===== src/design/asd_pkg.sv =====
package asd_pkg;

  localparam int SAMPLE_BITS_DEF = 16;

  localparam int CFG_IDX_W  = 8;
  localparam int CFG_DATA_W = 16;

  localparam logic [CFG_IDX_W-1:0] REG_DEAD_ZONE   = CFG_IDX_W'(0);
  localparam logic [CFG_IDX_W-1:0] REG_INV_DZ      = CFG_IDX_W'(1);
  localparam logic [CFG_IDX_W-1:0] REG_SENSITIVITY = CFG_IDX_W'(2);
  localparam logic [CFG_IDX_W-1:0] REG_CIRCULAR    = CFG_IDX_W'(3);

  localparam logic [14:0] DEAD_ZONE_RST   = 15'd4915;
  localparam logic [15:0] INV_DZ_RST      = 16'd0;
  localparam logic [15:0] SENSITIVITY_RST = 16'd36045;
  localparam logic        CIRCULAR_RST    = 1'b1;

  // Rescales a Q.15 register value to a sample with f fractional bits.
  function automatic logic [39:0] scale_q15(logic [15:0] v, int f);
    logic [39:0] wide;
    wide = 40'(v);
    if (f >= 15) begin
      return wide << (f - 15);
    end
    return wide >> (15 - f);
  endfunction

endpackage


===== src/design/asd_sqrt.sv =====
module asd_sqrt import asd_pkg::*; #(
  parameter int R_W    = 16,
  parameter int SIDE_W = 8
) (
  input  logic              clk_i,
  input  logic              rst_ni,
  input  logic              en_i,
  input  logic              vld_i,
  input  logic [2*R_W-1:0]  a_i,
  input  logic [SIDE_W-1:0] side_i,
  output logic              vld_o,
  output logic [R_W-1:0]    root_o,
  output logic [SIDE_W-1:0] side_o
);

  logic [R_W+1:0]    rem_q  [R_W];
  logic [R_W-1:0]    root_q [R_W];
  logic [2*R_W-1:0]  a_q    [R_W];
  logic [SIDE_W-1:0] side_q [R_W];
  logic              vld_q  [R_W];

  // One result bit per stage, two radicand bits shifted in each time.
  for (genvar k = 0; k < R_W; k++) begin : g_st
    logic [R_W+1:0]    r_in;
    logic [R_W-1:0]    o_in;
    logic [2*R_W-1:0]  a_in;
    logic [SIDE_W-1:0] s_in;
    logic              v_in;
    logic [R_W+3:0]    t;
    logic [R_W+3:0]    trial;
    logic              ge;

    if (k == 0) begin : g_first
      assign r_in = '0;
      assign o_in = '0;
      assign a_in = a_i;
      assign s_in = side_i;
      assign v_in = vld_i;
    end else begin : g_next
      assign r_in = rem_q[k-1];
      assign o_in = root_q[k-1];
      assign a_in = a_q[k-1];
      assign s_in = side_q[k-1];
      assign v_in = vld_q[k-1];
    end

    assign t     = {r_in, a_in[2*R_W-1 -: 2]};
    assign trial = {2'b00, o_in, 2'b01};
    assign ge    = t >= trial;

    always_ff @(posedge clk_i or negedge rst_ni) begin
      if (!rst_ni) begin
        vld_q[k] <= 1'b0;
      end else if (en_i) begin
        vld_q[k] <= v_in;
      end
    end

    always_ff @(posedge clk_i) begin
      if (en_i) begin
        rem_q[k]  <= ge ? (R_W+2)'(t - trial) : t[R_W+1:0];
        root_q[k] <= {o_in[R_W-2:0], ge};
        a_q[k]    <= a_in << 2;
        side_q[k] <= s_in;
      end
    end
  end

  assign vld_o  = vld_q[R_W-1];
  assign root_o = root_q[R_W-1];
  assign side_o = side_q[R_W-1];

endmodule


===== config.mk =====
export PLATFORM = sky130hd
export DESIGN_NAME = asd_sqrt
export DESIGN_NICKNAME = d
export VERILOG_FILES = /design/src/design/asd_pkg.sv /design/src/design/asd_sqrt.sv
export SDC_FILE = /design/constraint.sdc
export NUM_CORES = 1
export LEC_CHECK = 0
export ABC_AREA = 1
export ABC_CLOCK_PERIOD_IN_PS = 2300
export BUFFER_PORTS_ARGS = -buffer_cell sky130_fd_sc_hd__clkbuf_2
export CAP_MARGIN = 10
export CORE_ASPECT_RATIO = 0.9
export CORE_MARGIN = 5
export CORE_UTILIZATION = 45
export CTS_CLUSTER_SIZE = 10
export DETAILED_ROUTE_END_ITERATION = 8
export PLACE_DENSITY = 0.59
export SETUP_SLACK_MARGIN = 0.2
export SYNTH_ARGS = -nofsm -noshare
export SYNTH_HDL_FRONTEND = slang
export SYNTH_SLANG_ARGS = --single-unit

===== constraint.sdc =====
create_clock -name clk_i -period 2.3 [get_ports clk_i]
set_input_delay 0.115 -clock clk_i [delete_from_list [all_inputs] [get_ports clk_i]]
set_output_delay 0.115 -clock clk_i [all_outputs]
set_load 0.02 [all_outputs]

# [Yosys cells after proc, flatten, opt, wreduce, memory -nomap -nowiden]
# Memory sizes are Yosys's and may differ from the RTL's.
# Cells that the tools add are included.
[word_totals] ram_bits=1152 mem_count=4 input_bits=44 out_inout_bits=25 regBits=16
[mem_list] memory="a_q" words=16 word_bits=30 read_ports=15 rd_clocked_by_memory_dff=0 wr=16 line="asd_sqrt.sv:18" rtl="logic [2*R_W-1:0] a_q [R_W];"
[mem_list] memory="rem_q" words=16 word_bits=18 read_ports=15 rd_clocked_by_memory_dff=0 wr=16 line="asd_sqrt.sv:16" rtl="logic [R_W+1:0] rem_q [R_W];"
[mem_list] memory="root_q" words=16 word_bits=16 read_ports=16 rd_clocked_by_memory_dff=0 wr=16 line="asd_sqrt.sv:17" rtl="logic [R_W-1:0] root_q [R_W];"
[mem_list] memory="side_q" words=16 word_bits=8 read_ports=16 rd_clocked_by_memory_dff=0 wr=16 line="asd_sqrt.sv:19" rtl="logic [SIDE_W-1:0] side_q [R_W];"
[op_classes] mux=18 n_lt_le_gt_ge=16 addsub=16
[op_table] cell="greater-or-equal comparator 20 x 18 -> 1 bit" n=15
[op_table] cell="two-way mux 18 bit" n=16
[op_table] cell="subtractor 18 bit" n=15
[op_table] cell="subtractor 2 x 1 -> 3 bit (second input constant)" n=1
[op_table] cell="greater-or-equal comparator 2 x 1 -> 1 bit (second input constant)" n=1
[op_table] cell="two-way mux 1 bit" n=2

# [Depth between registers and ports, before layout]
# An unclocked memory read counts as a cell.
[depth] ltp_word=3 ltp_mapped=14 depth_no_buf=14

# [Worst setup path before layout]
# No wires, ideal clock.
[synth_path] path_type="register to register" start="memory rem_q[0][0] (netlist bit)" end="memory rem_q[0][18] (netlist bit) (data pin)" setup_ps=270 stages_incl_launch_ff=9 arrival_time_ps=1659 synth_period_minus_slack_ps=1929 required_ps=2030 setup_slack_ps=371 cell_sequence="edfxtp_1 -> ha_1 -> inv_1 -> o21ai_0 -> inv_1 -> ha_1 -> and2_1 -> clkbuf_1 -> xor2_1"
[synth_lines] element="from (decl)" line="asd_sqrt.sv:16"

==> results_dict.tcl <==
set metrics [dict create \
    synth_edf_count 754 \
    rsz0062_at_grt "true" \
    max_cap_viol_count 0 \
    switching_share_pct 27.1 \
    setup-tns-final_ns 0 \
    power_frac_seq_pct 48.0 \
    drive_gt1_share_pct 19.3 \
    rr_startpoint "root_q[1][37]$_DFFE_PP_" \
    tightest_slew_ns 0.721 \
    p_int_mw 27.1 \
    vdd_ir_drop_max_mv 0.617 \
    gp_congestion 0.892 \
    core.rowCount 99 \
    dp_hpwl_um 55400 \
    root_buffer "clkbuf_16" \
    io_buffers 68 \
    syn-num-nets 3702 \
    worstPathMaxFanout 6 \
    ys_seq_elements 770 \
    die_h_um 280 \
    drtAntennaViolNets 0 \
    dp_slack_ns 0.0282 \
    syn_area_um2 36600 \
    crit_start "root_q[1][37]$_DFFE_PP_" \
    n_antenna_cell 0 \
    antenna_found_initial 0 \
    cts_buffers 90 \
    hold_slack_ns 0.177 \
    skew_ns 0.0325 \
    combPwrFrac_pct 18.1 \
    num-fill-cells 6942 \
    seqCellArea_um2 23000 \
    post-route-drc-count 0 \
    hold_violations 0 \
    startpoint_type "flip-flop" \
    drv_slew 0 \
    clock_latency_ns 0.65 \
    p_per_area_nw_per_um2 824 \
    synth_cells 3505 \
    leakagePower_nw 18.8 \
    p_sw_mw 10.1 \
    outcome "completed" \
    totalWireLength_um 79100 \
    crit_path_end_kind "flip-flop" \
    wl_per_cell_um 15.7 \
    postSynthAreaPerCell_um2 10.4 \
    track_usage_pct 17.5 \
    ys_seq_area_share_pct 63.0 \
    cts_max_level 3 \
    cts_buffer_depth 3 \
    fin_util_pct 55.8 \
    slew_headroom_pct 51.8 \
    die_w_um 310 \
    tritoncts "done" \
    grt_max_degree 86 \
    setup_viol 0 \
    vias 24900 \
    post-route-period-util_pct 91.8 \
    max_freq_mhz 473 \
    clockPowerShare_pct 34.0 \
    setup.worst_path.class "reg -> reg" \
    initialDrtViolationCount 1728 \
    ys_async_sr_fraction_pct 2.08 \
    area_delta_synth_final_pct 23.4 \
    core_area_um2 80900 \
    worstHoldStart "a_i[28]" \
    firstDrtPassIters 6 \
    setup_slack_ns 0.188 \
    synthFlopType "edfxtp_1" \
    grt_pass1_vias 23600 \
    final_nets 4130 \
    start_util_pct 45.2 \
    dieArea_um2 87100 \
    grt_pass1_wl_um 123000 \
    worstPathArrival_ns 2.49 \
    min_path_type "in -> reg" \
    clk_pin_slew_ns 0.05 \
    ys_types 47 \
    post_drt_via_cell_ratio 4.96 \
    worstPathRequired_ns 2.68 \
    globalRoute.totalOverflow 0 \
    multi_input_area_um2 13300 \
    cts_sinks 770 \
    yosysWarnings 0 \
    ios 69 \
    min_period_ns 2.11 \
]
## cells in the mapped netlist, drive strengths merged (2+ instances only)
library cell / number / area share, %
o211ai: 4 / 0.082
a21o: 3 / 0.062
xnor2: 38 / 0.91
nand3: 197 / 2.8
nand4: 50 / 0.86
nand2: 994 / 10
nor3: 33 / 0.48
o21bai: 7 / 0.14
edfxtp: 754 / 62
and2: 4 / 0.068
ha: 153 / 5.2
buf: 25 / 0.60
xor2: 60 / 1.4
or2: 5 / 0.086
o21ai: 133 / 1.9
nand3b: 32 / 0.69
a21oi: 174 / 2.5
nor2: 309 / 3.3
a21boi: 3 / 0.072
nor4: 2 / 0.034
o21a: 2 / 0.041
clkbuf: 4 / 0.041
dfrtp: 16 / 1.1
inv: 497 / 5.1
## critical path, cell delays in order, from the launching register on
cell and delay (ns):
edfxtp_1 0.40, inv_2 0.12, ha_4 0.23, a21o_1 0.20, a21oi_2 0.13, nand2_2 0.11, nand3_4 0.11, inv_2 0.05
nor2_4 0.24, clkbuf_16 0.22, a21oi_2 0.03
## final cells by class
cell class | count | share of cell area (%)
clock inverter | 17 | 0.499
timing repair buffer | 362 | 6.82
clock buffer | 107 | 5.13
multi-input combinational | 2212 | 29.4
tap | 1060 | 2.94
inverter | 497 | 4.20
sequential | 770 | 51.1
## state kept, by name, summed over array words and instances (netlist names)
register and flops:
side_q 128, vld_o 1, root_q 136, rem_q 250, g_st.v_in 15, a_q 240
## power groups by stage
| stage | clock network [mW] | registers (mW) | logic, mW |
|---|---|---|---|
| floorplan | 0 | 17.7 | 3.74 |
| global placement | 0 | 18.0 | 5.45 |
| detailed placement | 0 | 18.1 | 5.47 |
| CTS | 13.1 | 17.8 | 5.72 |
| global route | 13.7 | 18.0 | 7.54 |
| finish | 12.6 | 17.8 | 6.73 |
## kinds of logic after synthesis
logic type                 Yosys count  share of synthesized area (%)
and+or+nand+nor                   1629                           18.8
DFF                                770                           63.0
other                                1                         0.0103
AOI/OAI and AO/OA                  328                           4.86
adders and majority gates          153                           5.23
buffers and inverters              526                           5.75
xor gates and xnor gates            98                           2.35
## per-stage QoR
stage	total power [mW]	cell area [µm²]	std cells
after floorplan	21.5	36600	3505
after global placement	23.5	39100	4717
after detailed placement	23.5	39100	4717
after CTS	36.6	42700	4900
after global routing	39.2	45100	5025
final	37.2	45100	5025
## final timing paths
kind	slack [ns]	end	cells after the start
worst max-delay path	0.19	rem_q[1][68]$_DFFE_PP_	10
worst min-delay path	0.18	a_q[0][28]$_DFFE_PP_	2
worst max register to register	0.19	rem_q[1][68]$_DFFE_PP_	10
worst min register to register	0.40	a_q[1][8]$_DFFE_PP_	0
max in group asynchronous	1.25	g_st[7].v_in$_DFFE_PN0P_	3
min in group asynchronous	0.60	g_st[11].v_in$_DFFE_PN0P_	3
## per-layer routing
| metal | vias up | wire length (µm) | global-route usage, % |
|---|---|---|---|
| met3 | 140 | 3680 | 2.94 |
| met5 | - | 0 | 0 |
| met4 | 0 | 2070 | 5.27 |
| met1 | 11600 | 36200 | 24.6 |
| met2 | 580 | 37200 | 28.2 |
| li1 | 12600 | - | - |
## repair_timing
item / CTS / global route
endpoints found under the hold margin: 77 / 0
setup buffers: 14 / 115
pin swaps: 4 / 99
endpoints found under the setup margin: 148 / 234
resized for setup: 72 / 294
hold buffers: 45 / 0
gates cloned: 0 / 10
## placed cells by master (no fill, tap or decap), types with 38 or more instances in the layout
cell type and instances:
nand2_1 914, nand4_1 50, a21oi_2 49, nand2_2 59, ha_4 80, xor2_1 60, o21ai_0 86, a21oi_1 115
ha_1 65, xnor2_1 38, clkbuf_2 67, nand3_1 183, nor2_1 265, inv_1 458, buf_4 210, dlygate4sd3_1 45
edfxtp_1 754, clkbuf_16 94, o21ai_1 38
Note: power is estimated with default switching activity, not from simulation.
