`src/design/asd_pkg.sv`:
```
package asd_pkg;

  localparam int SAMPLE_BITS_DEF = 16;

  localparam int CFG_IDX_W  = 8;
  localparam int CFG_DATA_W = 16;

  localparam logic [CFG_IDX_W-1:0] REG_DEAD_ZONE   = CFG_IDX_W'(0);
  localparam logic [CFG_IDX_W-1:0] REG_INV_DZ      = CFG_IDX_W'(1);
  localparam logic [CFG_IDX_W-1:0] REG_SENSITIVITY = CFG_IDX_W'(2);
  localparam logic [CFG_IDX_W-1:0] REG_CIRCULAR    = CFG_IDX_W'(3);

  localparam logic [14:0] DEAD_ZONE_RST   = 15'd4915;
  localparam logic [15:0] INV_DZ_RST      = 16'd0;
  localparam logic [15:0] SENSITIVITY_RST = 16'd36045;
  localparam logic        CIRCULAR_RST    = 1'b1;

  // Rescales a Q.15 register value to a sample with f fractional bits.
  function automatic logic [39:0] scale_q15(logic [15:0] v, int f);
    logic [39:0] wide;
    wide = 40'(v);
    if (f >= 15) begin
      return wide << (f - 15);
    end
    return wide >> (15 - f);
  endfunction

endpackage

```
`src/design/asd_div.sv`:
```
module asd_div import asd_pkg::*; #(
  parameter int DEN_W  = 16,
  parameter int Q_W    = 16,
  parameter int SIDE_W = 8
) (
  input  logic              clk_i,
  input  logic              rst_ni,
  input  logic              en_i,
  input  logic              vld_i,
  input  logic [DEN_W-1:0]  rem_i,
  input  logic [Q_W-1:0]    lo_i,
  input  logic [DEN_W-1:0]  den_i,
  input  logic [SIDE_W-1:0] side_i,
  output logic              vld_o,
  output logic [Q_W-1:0]    q_o,
  output logic [SIDE_W-1:0] side_o
);

  logic [DEN_W-1:0]  rem_q  [Q_W];
  logic [Q_W-1:0]    lo_q   [Q_W];
  logic [DEN_W-1:0]  den_q  [Q_W];
  logic [SIDE_W-1:0] side_q [Q_W];
  logic              vld_q  [Q_W];

  // Restoring division: the low dividend bits shift out at the top while the
  // quotient bits shift in at the bottom. The caller keeps the upper part
  // of the dividend below the divisor.
  for (genvar k = 0; k < Q_W; k++) begin : g_st
    logic [DEN_W-1:0]  r_in;
    logic [Q_W-1:0]    l_in;
    logic [DEN_W-1:0]  d_in;
    logic [SIDE_W-1:0] s_in;
    logic              v_in;
    logic [DEN_W:0]    tr;
    logic              ge;

    if (k == 0) begin : g_first
      assign r_in = rem_i;
      assign l_in = lo_i;
      assign d_in = den_i;
      assign s_in = side_i;
      assign v_in = vld_i;
    end else begin : g_next
      assign r_in = rem_q[k-1];
      assign l_in = lo_q[k-1];
      assign d_in = den_q[k-1];
      assign s_in = side_q[k-1];
      assign v_in = vld_q[k-1];
    end

    assign tr = {r_in, l_in[Q_W-1]};
    assign ge = tr >= {1'b0, d_in};

    always_ff @(posedge clk_i or negedge rst_ni) begin
      if (!rst_ni) begin
        vld_q[k] <= 1'b0;
      end else if (en_i) begin
        vld_q[k] <= v_in;
      end
    end

    always_ff @(posedge clk_i) begin
      if (en_i) begin
        rem_q[k]  <= ge ? DEN_W'(tr - {1'b0, d_in}) : tr[DEN_W-1:0];
        lo_q[k]   <= {l_in[Q_W-2:0], ge};
        den_q[k]  <= d_in;
        side_q[k] <= s_in;
      end
    end
  end

  assign vld_o  = vld_q[Q_W-1];
  assign q_o    = lo_q[Q_W-1];
  assign side_o = side_q[Q_W-1];

endmodule

```
`config.mk`:
```
export PLATFORM = sky130hd
export DESIGN_NAME = asd_div
export DESIGN_NICKNAME = d
export VERILOG_FILES = /design/src/design/asd_pkg.sv /design/src/design/asd_div.sv
export SDC_FILE = /design/constraint.sdc
export NUM_CORES = 1
export LEC_CHECK = 0
export BUFFER_PORTS_ARGS = -buffer_cell sky130_fd_sc_hd__buf_2
export CAP_MARGIN = 30
export CORE_MARGIN = 2
export CORE_UTILIZATION = 60
export CTS_CLUSTER_DIAMETER = 30
export DETAILED_ROUTE_END_ITERATION = 6
export PLACE_DENSITY = 0.88
export SLEW_MARGIN = 5
export SYNTH_ARGS = -nofsm -noshare
export SYNTH_HDL_FRONTEND = slang
export SYNTH_SLANG_ARGS = --single-unit
```
`constraint.sdc`:
```
create_clock -name clk_i -period 7.4 [get_ports clk_i]
set_clock_uncertainty 0.15 [all_clocks]
set_input_delay 1.11 -clock clk_i [delete_from_list [all_inputs] [get_ports clk_i]]
set_output_delay 1.11 -clock clk_i [all_outputs]
set_load 0.005 [all_outputs]
```
---- After elaboration in Yosys (flattened, before gate mapping) ----
Memory sizes are Yosys's and may differ from the RTL's.
Cells that the tools add are included.
operators by class
  bitwise operators ....................... 0
  $mul .................................... 0
  divide/modulo/power cells ............... 0
  mux-type cells .......................... 18
  reduce and logical (&&, ||, !) cells .... 0
  add/subtract/negate cells ............... 16
  shift-type cells ........................ 0
  order comparisons ....................... 16
  equal/unequal tests ..................... 0
operators by type and width
  cell            number
  $ge 17x16->1    16
  $mux 16         16
  $sub 16x16->16  16
  $mux 1          2
word-level totals
  word-level logic and storage cells ...... 70
  RAM bits ................................ 896
  latch bits .............................. 0
  flip-flop bits (word level) ............. 16
  bits in read-only memories .............. 0
  memories kept ........................... 4
  output and inout bits ................... 25
memory list
  memory  depth  width  read ports  clocked after memory_dff  write ports  line           text
  den_q   16     16     15          0                         16           asd_div.sv:21  logic [DEN_W-1:0] den_q [Q_W];
  lo_q    16     16     16          0                         16           asd_div.sv:20  logic [Q_W-1:0] lo_q [Q_W];
  rem_q   16     16     15          0                         16           asd_div.sv:19  logic [DEN_W-1:0] rem_q [Q_W];
  side_q  16     8      16          0                         16           asd_div.sv:22  logic [SIDE_W-1:0] side_q [Q_W];

---- Logic depth before layout (Yosys ltp) ----
Gate-level depths: netlist of the first run.
  depth after elaboration ................. 2
  depth in mapped cells ................... 12

---- Worst setup path before layout of the first run ----
OpenSTA, ideal clock, no wires.
  kind .................................... input-to-reg
  start ................................... in den_i[3]
  end ..................................... mem rem_q[0][10] (data pin)
  library setup time ...................... 0.260 ns
  stages on the path ...................... 10
  arrival ................................. 3.157 ns
  path slack .............................. 3.833 ns
  cells stage by stage .................... inv_1 -> ha_1 -> nand3_1 -> a21oi_1 -> o31ai_1 -> a211oi_1 -> o311ai_0 -> a21oi_1 -> buf_1 -> mux2_2
RTL lines
  what             line           text
  start, declared  asd_div.sv:12  input logic [DEN_W-1:0] den_i,
  end, declared    asd_div.sv:19

==> metrics.txt, run 1 <==
status finished, violations left; violated checks design-rule violations; DR iter-0 viols 1776; #FFs+latches synth 880; Reg clk slew, reported paths 0.05 ns; Fmax 259 MHz; CTS tree yes; starting density of the core 60.5%; Cells after DPL 4015; Hold Violations, Final 0; first-pass GRT wire length 121 mm; Hold Buf Count CTS 0; antenna violations before repair 0; Post-synth ARST share 1.82%; final setup fails 0; most frequent cells in the layout edfxtp_1, inv_1, ha_1; Wirelength per Cell 17.2 µm; share of cells above drive strength 1 15.9%; Slew headroom 28.4%; CTS root buf clkbuf_16; final WL 74.5 mm; largest net degree at the start of global routing 179; Synth Net Count 3400; CP bufs+invs 2; Ports 85; # resized after CTS 0; Synth Warn # 0; gpl congestion 0.939; startpoint type of the worst setup path flop; minimum clock period 3.87 ns; sequential share of power 33.7%; Top Family by Delay on Critical Path compound AO/OA/AOI/OAI gates; CTS Buf Count 165; total track usage 21.1%; Antenna diodes 0; worst hold path class in2async; largest stage delay on the critical path 0.72 ns; unrepaired setup endpoints after global routing no; HPWL Detailed 47.2 mm; Sink Count 880; DR vias/cell 5.79; Max Cap Viol 0; syn_area_per_cell 13.5 µm²; RR Endpoint rem_q[0][69]; Post-Syn Instances 3069; vias in the first global route 25700; Tcrit/Tclk final 52.3%; max-slew violation count 0; clock share of power 35.1%; full die area 71100 µm²; r2r startpoint lo_q[1][31]; cells on worst reg2reg path 10; Placement Rows 96; Sw Pwr 0.00670 W; Net Sw Frac 30.5%; global route overflow 0; number of setup buffers added after CTS 0; P&R area growth vs syn 17.9%; Placed Area 42900 µm²; die width 267 µm; Setup Crit Path Kind reg2reg; drt pass-1 iters 7; Synth cell types 75; setup slack, reg-to-reg 3.53 ns; pre-CTS setup slack 3.41 ns; fin cells 4323; worst skew pair latency 0.72 ns; DR vias 25000; Logic pwr share 31.2%; Worst-Margin Slew 1.07 ns; fillers 4133; maximum vdd drop 0.213 mV; Critical Path End Type flop; cell area after layout 48800 µm²; critical path arrival 4.17 ns; DRT antenna net count 0; Worst Path Max Fanout 28; Post-Route Utilization 71.3%; CP cell instances inv_1 > ha_1 > nor2b_1 > o31a_1 > o41ai_1 > a21oi_1 > o311ai_1 > a21oi_2 > buf_4 > mux2_2; fin nets 3632; Mapped Area 41400 µm²; most common cell after layout, fill and taps aside edfxtp_1; sequential-to-total area share from yosys stat 63.6%; DRC viols 3; Post-synth EDFFs 864; cell leakage power 19.4 nW; H-tree depth reported by CTS 4; P_int 0.0152 W; Max Buffers Root-to-Sink 3; Worst EP required 7.70 ns; setup total negative slack 0 ns; PD cells 450 nW/µm²; Port-buffer cells 84; dominant synthesized flop cell edfxtp_1; die span in y 267 µm; core area 68500 µm²; Worst Setup Slack, final 3.53 ns; slowest stage cell on the critical path o311ai_1
-- metrics by stage --
stage,hold WS [ns],power [W]
global route,0.137,0.0231
detailed placement,0.255,0.0140
CTS,0.110,0.0220
floorplan,0.250,0.0125
global placement,0.250,0.0136
finish,0.146,0.0219
-- worst register-to-register path: stages, from the launching register on --
cell and delay, ns:
edfxtp_1 0.52, inv_1 0.11, ha_1 0.21, nor2b_1 0.09
o31a_1 0.28, o41ai_1 0.49, a21oi_1 0.30, o311ai_1 0.73
a21oi_2 0.14, buf_4 0.27, mux2_2 0.31
-- flip-flops by register name, summed over array words and instances, names as in the netlist --
| name | cells |
|---|---|
| den_q | 240 |
| lo_q | 256 |
| side_q | 128 |
| rem_q | 240 |
| g_st.v_in | 15 |
| vld_o | 1 |
-- cells by family after synthesis --
logic type	count (synthesis)	synth area share, %
xor+xnor	159	3.36
flops	880	63.6
compound gates	617	9.68
simple gates	643	7.44
fa+ha+maj	271	8.46
mux	156	4.22
buf+inv	343	3.19
-- worst max path at each step --
| stage | from | end | slack [ns] | cells after the start |
|---|---|---|---|---|
| 5_1_grt | lo_q[1][31] | rem_q[0][79] | 3.38 | 10 |
| 3_5_place_dp | den_i[3] | rem_q[0][5] | 3.41 | 11 |
| 4_1_cts | den_q[0][1] | rem_q[0][20] | 3.68 | 9 |
| 3_3_place_gp | rem_i[2] | rem_q[0][2] | 3.43 | 10 |
| 2_1_floorplan | den_i[3] | rem_q[0][10] | 3.83 | 10 |
| 6_report | lo_q[1][31] | rem_q[0][69] | 3.53 | 10 |
-- synth_stat cells (4+ instances only) --
cell	number	area share [%]
a41o_1	5	0.12
xnor2_1	101	2.1
a21oi_1	187	2.3
and2_1	9	0.14
a211oi_1	19	0.34
a31o_2	4	0.085
and4_1	7	0.15
a21o_1	41	0.74
edfxtp_1	864	63
mux2i_1	17	0.41
o31ai_1	14	0.25
a21boi_0	4	0.073
a311oi_1	4	0.085
o21ai_1	12	0.15
dfrtp_1	16	0.97
nor4_1	12	0.18
a211o_1	8	0.17
o21a_1	60	1.1
nand3_1	29	0.35
o21bai_1	11	0.20
nor3_1	64	0.77
ha_1	256	7.7
xor2_1	58	1.2
nor2_1	209	1.9
nand4_1	33	0.50
or3_1	18	0.27
o2111ai_1	6	0.13
buf_2	11	0.13
o41ai_1	6	0.13
fa_1	15	0.73
and3_1	14	0.21
or2_2	18	0.27
nand3b_1	4	0.073
a2111oi_0	7	0.15
mux2_2	136	3.7
o21ai_0	130	1.6
a31oi_1	21	0.32
o211ai_1	17	0.31
nand2_1	142	1.3
inv_1	306	2.8
clkbuf_1	21	0.19
nor2b_1	43	0.65
nand2b_1	28	0.42
o31a_1	23	0.49
-- routing by layer --
layer	share of wire, %	vias to the layer above	routed length [µm]	track usage (%)
li1	-	12000	-	-
met1	36	12000	26800	21.4
met2	55	802	40800	39.8
met3	4.4	238	3300	4.31
met4	4.9	0	3650	12.6
met5	0	-	0	0
-- power by group through the flow --
stage	logic (W)	registers (W)	clock network (W)
finish	0.00684	0.00740	0.00771
global route	0.00752	0.00748	0.00806
CTS	0.00675	0.00738	0.00782
detailed placement	0.00655	0.00745	0
global placement	0.00625	0.00739	0
floorplan	0.00525	0.00729	0
-- final cells by class --
type                            count  area (µm²)  area share (%)
Clock buffer                      186        4340            8.90
Clock inverter                    121        1490            3.06
Tap cell                          882        1100            2.26
Multi-Input combinational cell   1846       13700            28.1
Sequential cell                   880       26300            54.0
Timing Repair Buffer              102         619            1.27
Inverter                          306        1150            2.35
Note: power is estimated with default switching activity, not from simulation.
==> inputs of run 2 (changes only) <==
==> constraint.sdc (replaced) <==
create_clock -name clk_i -period 3.7 [get_ports clk_i]
set_clock_uncertainty 0.15 [all_clocks]
set_input_delay 0.555 -clock clk_i [delete_from_list [all_inputs] [get_ports clk_i]]
set_output_delay 0.555 -clock clk_i [all_outputs]
set_load 0.005 [all_outputs]
==> metrics.txt, run 2 (synthesized netlist as in run 1, its figures left out) <==
CTS root buf clkbuf_16 (unchanged); P_int 0.0302 W (was 0.0152 W); DR iter-0 viols 1947 (was 1776); Net Sw Frac 30.9% (was 30.5%); Sw Pwr 0.0135 W (was 0.00670 W); maximum vdd drop 0.463 mV (was 0.213 mV); first-pass GRT wire length 127 mm (was 121 mm); cell leakage power 19.6 nW (was 19.4 nW); share of cells above drive strength 1 16.1% (was 15.9%); DRC viols 0 (was 3); number of setup buffers added after CTS 0 (unchanged); cells on worst reg2reg path 10 (unchanged); PD cells 885 nW/µm² (was 450 nW/µm²); fillers 4161 (was 4133); critical path arrival 3.80 ns (was 4.17 ns); Ports 85 (unchanged); Worst-Margin Slew 0.856 ns (was 1.07 ns); Min-Delay Endpoint rem_q[0][1]; max FFs per register 256 (unchanged); P&R area growth vs syn 19.2% (was 17.9%); crit-path most repeated cell a21oi_1; r2r startpoint den_q[0][33] (was lo_q[1][31]); total track usage 22.2% (was 21.1%); Setup Crit Path Kind reg2reg (unchanged); fin nets 3711 (was 3632); drt pass-1 iters 7 (unchanged); Max Cap Viol 0 (unchanged); Tcrit/Tclk final 95.0% (was 52.3%); setup total negative slack 0 ns (unchanged); core area 68500 µm² (unchanged); largest stage delay on the critical path 0.74 ns (was 0.72 ns); antenna violations before repair 0 (unchanged); CP cell instances inv_1 > ha_1 > nor2b_1 > o2111ai_1 > a21oi_1 > o31a_1 > a21oi_1 > a31oi_1 > o32a_1 > mux2_2 (was inv_1 > ha_1 > nor2b_1 > o31a_1 > o41ai_1 > a21oi_1 > o311ai_1 > a21oi_2 > buf_4 > mux2_2); Reg clk slew, reported paths 0.05 ns (about the same); DR vias/cell 5.80 (was 5.79); status finished clean (was finished, violations left); Worst Path Max Fanout 17 (was 28); most frequent cells in the layout edfxtp_1, inv_1, ha_1 (unchanged); clock share of power 33.8% (was 35.1%); H-tree depth reported by CTS 4 (unchanged); max-slew violation count 0 (unchanged); Top reg by flops lo_q (unchanged); Hold Path Cell Cnt 3; Fmax 284 MHz (was 259 MHz); CP bufs+invs 1 (was 2); Sink Count 880 (unchanged); gpl congestion 0.917 (was 0.939); Top Family by Delay on Critical Path compound AO/OA/AOI/OAI gates (unchanged); DRT antenna net count 0 (unchanged); vias in the first global route 26300 (was 25700); most common cell after layout, fill and taps aside edfxtp_1 (unchanged); CTS tree yes (unchanged); die width 267 µm (unchanged); RR Endpoint rem_q[0][50] (was rem_q[0][69]); CP startpoint den_q[0][33] (was lo_q[1][31]); minimum clock period 3.52 ns (was 3.87 ns); Wirelength per Cell 17.7 µm (was 17.2 µm); worst hold path class in2reg (was in2async); final setup fails 0 (unchanged); Top Registers lo_q (256), den_q (240), rem_q (240) (unchanged); starting density of the core 60.5% (unchanged); sequential share of power 34.0% (was 33.7%); DR vias 25400 (was 25000); Worst EP required 3.99 ns (was 7.70 ns); Placement Rows 96 (unchanged); worst skew pair latency 0.71 ns (was 0.72 ns); die span in y 267 µm (unchanged); setup slack, reg-to-reg 0.18 ns (was 3.53 ns); Slew headroom 42.8% (was 28.4%); CTS Buf Count 156 (was 165); unrepaired setup endpoints after global routing no (unchanged); Antenna diodes 0 (unchanged); Hold Violations, Final 0 (unchanged); final WL 77.7 mm (was 74.5 mm); full die area 71100 µm² (unchanged); Port-buffer cells 84 (unchanged); Hold Path Origin rem_i[0]; HPWL Detailed 50.2 mm (was 47.2 mm); Max Buffers Root-to-Sink 3 (unchanged); largest net degree at the start of global routing 87 (was 179); slowest stage cell on the critical path o32a_1 (was o311ai_1); Logic pwr share 32.2% (was 31.2%); Critical Path End Type flop (unchanged); global route overflow 0 (unchanged); Post-Route Utilization 72.1% (was 71.3%); startpoint type of the worst setup path flop (unchanged)
==> run 2: cell count changes in the layout (fill, tap and decap cells not counted), moves of 2 or more <==
cell,delta
buf_12,+8
buf_4,+30
clkbuf_1,-3
clkbuf_16,-9
clkbuf_8,-3
clkinv_2,-10
clkinv_4,+4
clkinv_8,+2
dlygate4sd3_1,+51
inv_6,-3
inv_8,+3
==> run 2: metal layers <==
| metal | vias up | GRT usage [%] | part of all wire (%) |
|---|---|---|---|
| li1 | 12100 | - | - |
| met3 | 256 | 4.82 | 4.7 |
| met1 | 12200 | 23.8 | 37 |
| met2 | 823 | 40.9 | 54 |
| met5 | - | 0 | 0 |
| met4 | 0 | 11.8 | 4.4 |
==> run 2: cell type report <==
| type | count | area, µm² | share of cell area, % |
|---|---|---|---|
| flip-flops and latches | 880 | 26300 | 53.4 |
| multi-input cells | 1846 | 13700 | 27.8 |
| clock buffers | 171 | 4070 | 8.24 |
| repair buffers | 190 | 1500 | 3.05 |
| clock inverters | 113 | 1450 | 2.94 |
| inverters | 306 | 1150 | 2.33 |
| well taps | 882 | 1100 | 2.24 |
==> run 2: power groups by stage <==
stage	combinational, W	sequential (W)	clock, W
floorplan	0.0105	0.0146	0
global placement	0.0129	0.0149	0
detailed placement	0.0134	0.0150	0
CTS	0.0139	0.0148	0.0150
global route	0.0155	0.0150	0.0155
finish	0.0141	0.0149	0.0148
==> run 2: how the worst max path moves through the flow <==
stage / to / slack [ns] / cells after the start
global route: rem_q[1][82] / 0.01 / 12
finish: rem_q[0][50] / 0.18 / 10
floorplan: rem_q[1][100] / 0.59 / 9
detailed placement: rem_q[0][7] / 0.22 / 10
global placement: rem_q[0][3] / 0.31 / 10
CTS: rem_q[0][50] / 0.19 / 10
==> run 2: timing repair <==
action / CTS / global route
hold buffers: 51 / 0
resized for setup: 0 / 1
setup endpoints to repair: 0 / 1
endpoints found under the hold margin: 66 / 0
==> run 2: stage by stage <==
stage          setup WS [ns]  instances  instance area, µm²  total power (W)  hold WS [ns]
6_report               0.185       4388               49400           0.0437        0.0647
5_1_grt               0.0125       4388               49400           0.0460        0.0501
4_1_cts                0.193       4388               49400           0.0437        0.0156
3_5_place_dp           0.223       4053               43300           0.0284         0.255
3_3_place_gp           0.305       4053               43300           0.0277         0.250
2_1_floorplan          0.586       3069               41400           0.0251         0.109
==> run 2: tightest hold or removal path: cells and delay by family <==
family	cells	cell delay, ns
and+or+nand+nor	1	0.05
buffers and inverters	1	0.11
AOI/OAI and AO/OA	1	0.10
